`src/rtl/swm_pkg.sv`:
```
package swm_pkg;

   localparam int SAMPLE_W = 32;
   localparam int SIZE_W   = 7;

   localparam logic signed [SAMPLE_W-1:0] SAMPLE_MAX = {1'b0, {(SAMPLE_W-1){1'b1}}};

   // one link of the cell chain: running minimum and whether it is complete
   typedef struct packed {
      logic                       valid;
      logic signed [SAMPLE_W-1:0] win_min;
   } link_type;

endpackage

```
`src/rtl/swm_cell.sv`:
```
module swm_cell (
   input  logic                                clock,
   input  logic                                reset,
   input  logic                                accept,
   input  logic                                clear,
   input  logic signed [swm_pkg::SAMPLE_W-1:0] sample,
   input  swm_pkg::link_type                   left,
   output swm_pkg::link_type                   cell_out,
   output swm_pkg::link_type                   cell_nxt
);

   logic                                valid_ff;
   logic                                valid_in;
   logic signed [swm_pkg::SAMPLE_W-1:0] min_ff;

   // minimum over this cell's span, the new sample included
   always_comb begin
      cell_nxt.valid   = left.valid;
      cell_nxt.win_min = (left.valid && (left.win_min < sample)) ? left.win_min : sample;
   end

   always_comb begin
      valid_in = valid_ff;
      if (accept) begin
         valid_in = left.valid && !clear;
      end
   end

   always_ff @(posedge clock) begin
      if (reset) begin
         valid_ff <= 1'b0;
      end else begin
         valid_ff <= valid_in;
      end
   end

   always_ff @(posedge clock) begin
      if (accept) begin
         min_ff <= cell_nxt.win_min;
      end
   end

   assign cell_out.valid   = valid_ff;
   assign cell_out.win_min = min_ff;

endmodule

```
`config.mk`:
```
export PLATFORM = sky130hd
export DESIGN_NAME = swm_cell
export DESIGN_NICKNAME = d
export VERILOG_FILES = /design/src/rtl/swm_pkg.sv /design/src/rtl/swm_cell.sv
export SDC_FILE = /design/constraint.sdc
export NUM_CORES = 1
export LEC_CHECK = 0
export BUFFER_PORTS_ARGS = -buffer_cell sky130_fd_sc_hd__buf_2
export CAP_MARGIN = 5
export CELL_PAD_IN_SITES_DETAIL_PLACEMENT = 0
export CELL_PAD_IN_SITES_GLOBAL_PLACEMENT = 1
export CORE_AREA = 2 2 104 106
export CTS_BUF_LIST = sky130_fd_sc_hd__clkbuf_2
export CTS_CLUSTER_SIZE = 25
export DETAILED_ROUTE_END_ITERATION = 12
export DIE_AREA = 0 0 106 108
export PLACE_DENSITY_LB_ADDON = 0.1
export RECOVER_POWER = 50
export SYNTH_ARGS = -nofsm -noshare
export SYNTH_HDL_FRONTEND = slang
export SYNTH_SLANG_ARGS = --single-unit
export TNS_END_PERCENT = 1
```
`constraint.sdc`:
```
create_clock -name clock -period 3.5 [get_ports clock]
set_input_delay 0.7 -clock clock [delete_from_list [all_inputs] [get_ports clock]]
set_output_delay 0.7 -clock clock [all_outputs]
set_load 0.005 [all_outputs]
```
==> results_tabular.tex <==
\begin{tabular}{lr}
\hline
Metric & Value \\
\hline
\multicolumn{2}{l}{\textbf{Synthesis}} \\
\quad Net count of the mapped netlist & 480 \\
\quad Synthesized instance count & 380 \\
\quad Fraction of post-synthesis cell area in the top cell type by area & 0.2969 \\
\quad \#FFs+latches synth & 33 \\
\quad Count of yosys warnings during synthesis & 0 \\
\quad Top area cells in the synthesized netlist & sky130\_fd\_sc\_hd\_\_edfxtp\_1 30\%, sky130\_fd\_sc\_hd\_\_ha\_1 12\%, sky130\_fd\_sc\_hd\_\_a311o\_1 9.0\% \\
\quad Distinct cells, synth & 32 \\
\quad Largest area contributor in the synthesized netlist & sky130\_fd\_sc\_hd\_\_edfxtp\_1 \\
\quad Per-instance average area after synthesis & approximately 8.5 sq um \\
\quad Seq/Total Area, Yosys & 0.3031 \\
\quad Cell Area, Synth & approximately 3200 sq um \\
\multicolumn{2}{l}{\textbf{Timing}} \\
\quad Final critical path time including I/O delays and setup & around 3600 ps \\
\quad Final setup violating endpoints & 29 \\
\quad Fraction of the cycle the final worst path needs & 1.036 \\
\quad Worst max-slew margin expressed relative to the limit & -0.3533 \\
\quad Max Clock Freq & between 200 and 300 MHz \\
\quad Max-slew violations & 35 \\
\quad Transition at the pin with the smallest max-transition slack & 2030 ps \\
\quad Clock tree skew after final layout & 0 ps \\
\quad Hold violation total from the final report & 0 \\
\quad Unrepaired setup endpoints after global routing & true \\
\quad Min setup slack post-route & -125.5 ps \\
\multicolumn{2}{l}{\textbf{Clock network}} \\
\quad Number of sinks handled by clock tree synthesis & 33 \\
\quad TritonCTS clock tree & built \\
\quad CTS Root Cell & sky130\_fd\_sc\_hd\_\_clkbuf\_2 \\
\quad Skew-Pair Late Insertion Delay & around 370 ps \\
\quad Inserted Clock Buffers & 5 \\
\quad Clock-pin slew on the worst setup and hold paths & around 210 ps \\
\quad Maximum count of clock buffers along a single path & 2 \\
\quad H-Tree Depth & 2 \\
\quad Hold buffers post-CTS & 0 \\
\multicolumn{2}{l}{\textbf{Global route}} \\
\quad Pin count of the biggest net entering global routing & 36 \\
\quad Number of global-route vias before repair & 3755 \\
\quad Global-route wire length before repair & roughly 18000 um \\
\quad GR Overflow Total & 0 \\
\quad GRT Overall Usage & 0.1993 \\
\quad Number of antenna violations at the first check in global routing & 2 \\
\multicolumn{2}{l}{\textbf{Power}} \\
\quad Pwr per Cell Area & around 280 nW/um\^{}2 \\
\quad Worst voltage drop across the vdd grid & $\sim$0.00014 V \\
\quad Static leakage & $\sim$2.4 nW \\
\quad Total Power Consumption & 0.001435 W \\
\multicolumn{2}{l}{\textbf{Critical path}} \\
\quad Largest fanout on the critical path & 19 \\
\quad Type of element capturing the critical path & output port \\
\quad Critical Path AT & $\sim$2900 ps \\
\quad Worst Setup Start Kind & primary input \\
\quad Kind of critical path & in -> out \\
\quad Data required time at the worst endpoint & approximately 2800 ps \\
\multicolumn{2}{l}{\textbf{Final layout}} \\
\quad Area growth from synthesis to layout & 55.74\% \\
\quad Final net count & roughly 670 \\
\quad Ratio of cells with drive above 1 in the final layout & 0.4656 \\
\quad Non-filler instance count after layout & $\sim$700 \\
\quad N\_diodes & 0 \\
\quad Number of fillers in the final layout & just over 1000 \\
\multicolumn{2}{l}{\textbf{Die}} \\
\quad Die width & roughly 110 um \\
\quad Number of top-level pins & approximately 140 \\
\quad Initial Utilization & 0.3164 \\
\quad Core footprint & 10230 sq um \\
\quad Area of the die & 11450 sq um \\
\quad Height of the die & about 110 um \\
\quad Row count & 37 \\
\multicolumn{2}{l}{\textbf{Place}} \\
\quad Final HPWL from detailed placement & 8217 um \\
\quad Cell count after placement & just under 700 \\
\quad Routability congestion estimate & slightly below 0.8 \\
\quad Port Buffers & between 100 and 150 \\
\multicolumn{2}{l}{\textbf{Status}} \\
\quad Run status & complete, but fails checks \\
\quad Failing checks & capacitance limit, slew limit, setup timing \\
\multicolumn{2}{l}{\textbf{Route}} \\
\quad Count of unresolved DRC violations after routing & 0 \\
\quad DRT antenna net count & 0 \\
\quad Drt first-iter violations & between 150 and 200 \\
\quad Routed wire length & $\sim$12000 um \\
\quad Routed len/inst & $\sim$17 um \\
\quad Routed vias/inst & between 5 and 6 \\
\quad Via total after detailed routing & approximately 3800 \\
\quad TritonRoute pass-1 iters & 4 \\
\multicolumn{2}{l}{\textbf{Worst hold path}} \\
\quad Hold Path Class & in -> reg \\
\multicolumn{2}{l}{\textbf{Job}} \\
\quad Max-cap violation count & 1 \\
\hline
\end{tabular}
[state kept, by name (all words and copies together) (netlist names)]
register,flops
valid_ff,1
min_ff,32
[worst paths after layout]
check                        start                     to  slack, ps  depth (start not counted)
max                      sample[7]           cell_nxt[30]       -130                         11
min                          reset  valid_ff$_SDFFE_PP0P_        440                          2
max reg2reg  valid_ff$_SDFFE_PP0P_  valid_ff$_SDFFE_PP0P_       2910                          2
min reg2reg  valid_ff$_SDFFE_PP0P_  valid_ff$_SDFFE_PP0P_        480                          2
[critical path, stage by stage]
cell and delay (ps):
sky130_fd_sc_hd__buf_8 80, sky130_fd_sc_hd__inv_4 30, sky130_fd_sc_hd__ha_4 260, sky130_fd_sc_hd__nand4_1 100
sky130_fd_sc_hd__o311a_1 420, sky130_fd_sc_hd__o41ai_4 290, sky130_fd_sc_hd__nand3_4 170, sky130_fd_sc_hd__buf_12 190
sky130_fd_sc_hd__a41o_1 210, sky130_fd_sc_hd__a311o_1 330, sky130_fd_sc_hd__buf_2 130
[power by group]
part / total, W / internal [W] / switching [W]
registers: 0.000511 / 0.000500 / 0.0000111
clock network: 0.000194 / 0.0000468 / 0.000147
logic: 0.000731 / 0.000368 / 0.000363
[cells in the mapped netlist]
master and n:
sky130_fd_sc_hd__dfxtp_1 1, sky130_fd_sc_hd__nand2_1 68, sky130_fd_sc_hd__a311o_1 29, sky130_fd_sc_hd__o22ai_1 29
sky130_fd_sc_hd__inv_1 32, sky130_fd_sc_hd__nand3b_1 1, sky130_fd_sc_hd__a21o_1 3, sky130_fd_sc_hd__edfxtp_1 32
sky130_fd_sc_hd__a21oi_1 46, sky130_fd_sc_hd__buf_4 2, sky130_fd_sc_hd__a41o_1 29, sky130_fd_sc_hd__a211o_1 2
sky130_fd_sc_hd__a31oi_1 4, sky130_fd_sc_hd__nand3_1 9, sky130_fd_sc_hd__o311a_1 1, sky130_fd_sc_hd__o21ai_0 3
sky130_fd_sc_hd__buf_6 3, sky130_fd_sc_hd__o41ai_4 1, sky130_fd_sc_hd__clkbuf_1 23, sky130_fd_sc_hd__buf_1 2
sky130_fd_sc_hd__inv_2 1, sky130_fd_sc_hd__nor2_1 5, sky130_fd_sc_hd__nand4_1 7, sky130_fd_sc_hd__buf_2 5
sky130_fd_sc_hd__a211oi_1 1, sky130_fd_sc_hd__a2bb2oi_1 1, sky130_fd_sc_hd__ha_1 31, sky130_fd_sc_hd__nor3_2 2
sky130_fd_sc_hd__o2111ai_1 2, sky130_fd_sc_hd__and3_1 2, sky130_fd_sc_hd__nand2b_1 2, sky130_fd_sc_hd__nand3_4 1
[logic make-up after synthesis]
logic type      Yosys count  synth area share
compound gates          151            0.3533
fa+ha+maj                31            0.1198
buf+inv                  68           0.09006
flops                    33            0.3031
simple gates             97            0.1337
[cells in the final DEF (no fill, tap or decap), drive strengths merged]
| cell | netlist | routed |
|---|---|---|
| a211o | 2 | 2 |
| a211oi | 1 | 1 |
| a21o | 3 | 3 |
| a21oi | 46 | 46 |
| a2bb2oi | 1 | 1 |
| a311o | 29 | 29 |
| a31oi | 4 | 4 |
| a41o | 29 | 29 |
| and3 | 2 | 2 |
| buf | 12 | 208 |
| clkbuf | 23 | 13 |
| clkinv | 0 | 1 |
| dfxtp | 1 | 1 |
| edfxtp | 32 | 32 |
| ha | 31 | 31 |
| inv | 33 | 33 |
| nand2 | 68 | 68 |
| nand2b | 2 | 2 |
| nand3 | 10 | 10 |
| nand3b | 1 | 1 |
| nand4 | 7 | 7 |
| nor2 | 5 | 5 |
| nor3 | 2 | 2 |
| o2111ai | 2 | 2 |
| o21ai | 3 | 3 |
| o22ai | 29 | 29 |
| o311a | 1 | 1 |
| o41ai | 1 | 1 |
[layout make-up]
type / count / area [sq um] / area share
inverters: 33 / 131.4 / 0.02606
flip-flops and latches: 33 / 980.9 / 0.1946
repair buffers: 215 / 1486 / 0.2949
clock inverters: 1 / 3.754 / 0.0007446
multi-input cells: 279 / 2238 / 0.4440
clock buffers: 6 / 30.03 / 0.005957
well taps: 136 / 170.2 / 0.03376
[layer usage]
metal / vias to the layer above / track usage / part of all wire
met5: - / 0 / 0.0011
met4: 2 / 0.03759 / 0.0036
met3: 6 / 0.04280 / 0.056
met2: 105 / 0.3558 / 0.49
met1: 1790 / 0.2500 / 0.45
li1: 1872 / - / -
[timing repair]
item                                    4_1_cts  5_1_grt
gates cloned                                  0        0
pin swaps                                    55       10
gates resized for setup                      55       24
setup buffers                                 3        0
endpoints found under the setup margin       32       32
[through the flow]
step	area, sq um	setup slack [ps]	hold slack (ps)	utilization	setup TNS, ps
floorplan	3237	95.95	439.4	-	0
global placement	4582	-336.7	453.5	0.4478	-7944
detailed placement	4582	-323.7	454.8	0.4478	-8606
CTS	4938	-140.4	405.9	0.4827	-3199
global route	5041	-227.6	403.6	0.4927	-5560
finish	5041	-125.5	438.0	0.4927	-2425
No activity file was read; power rests on OpenSTA's default activity.
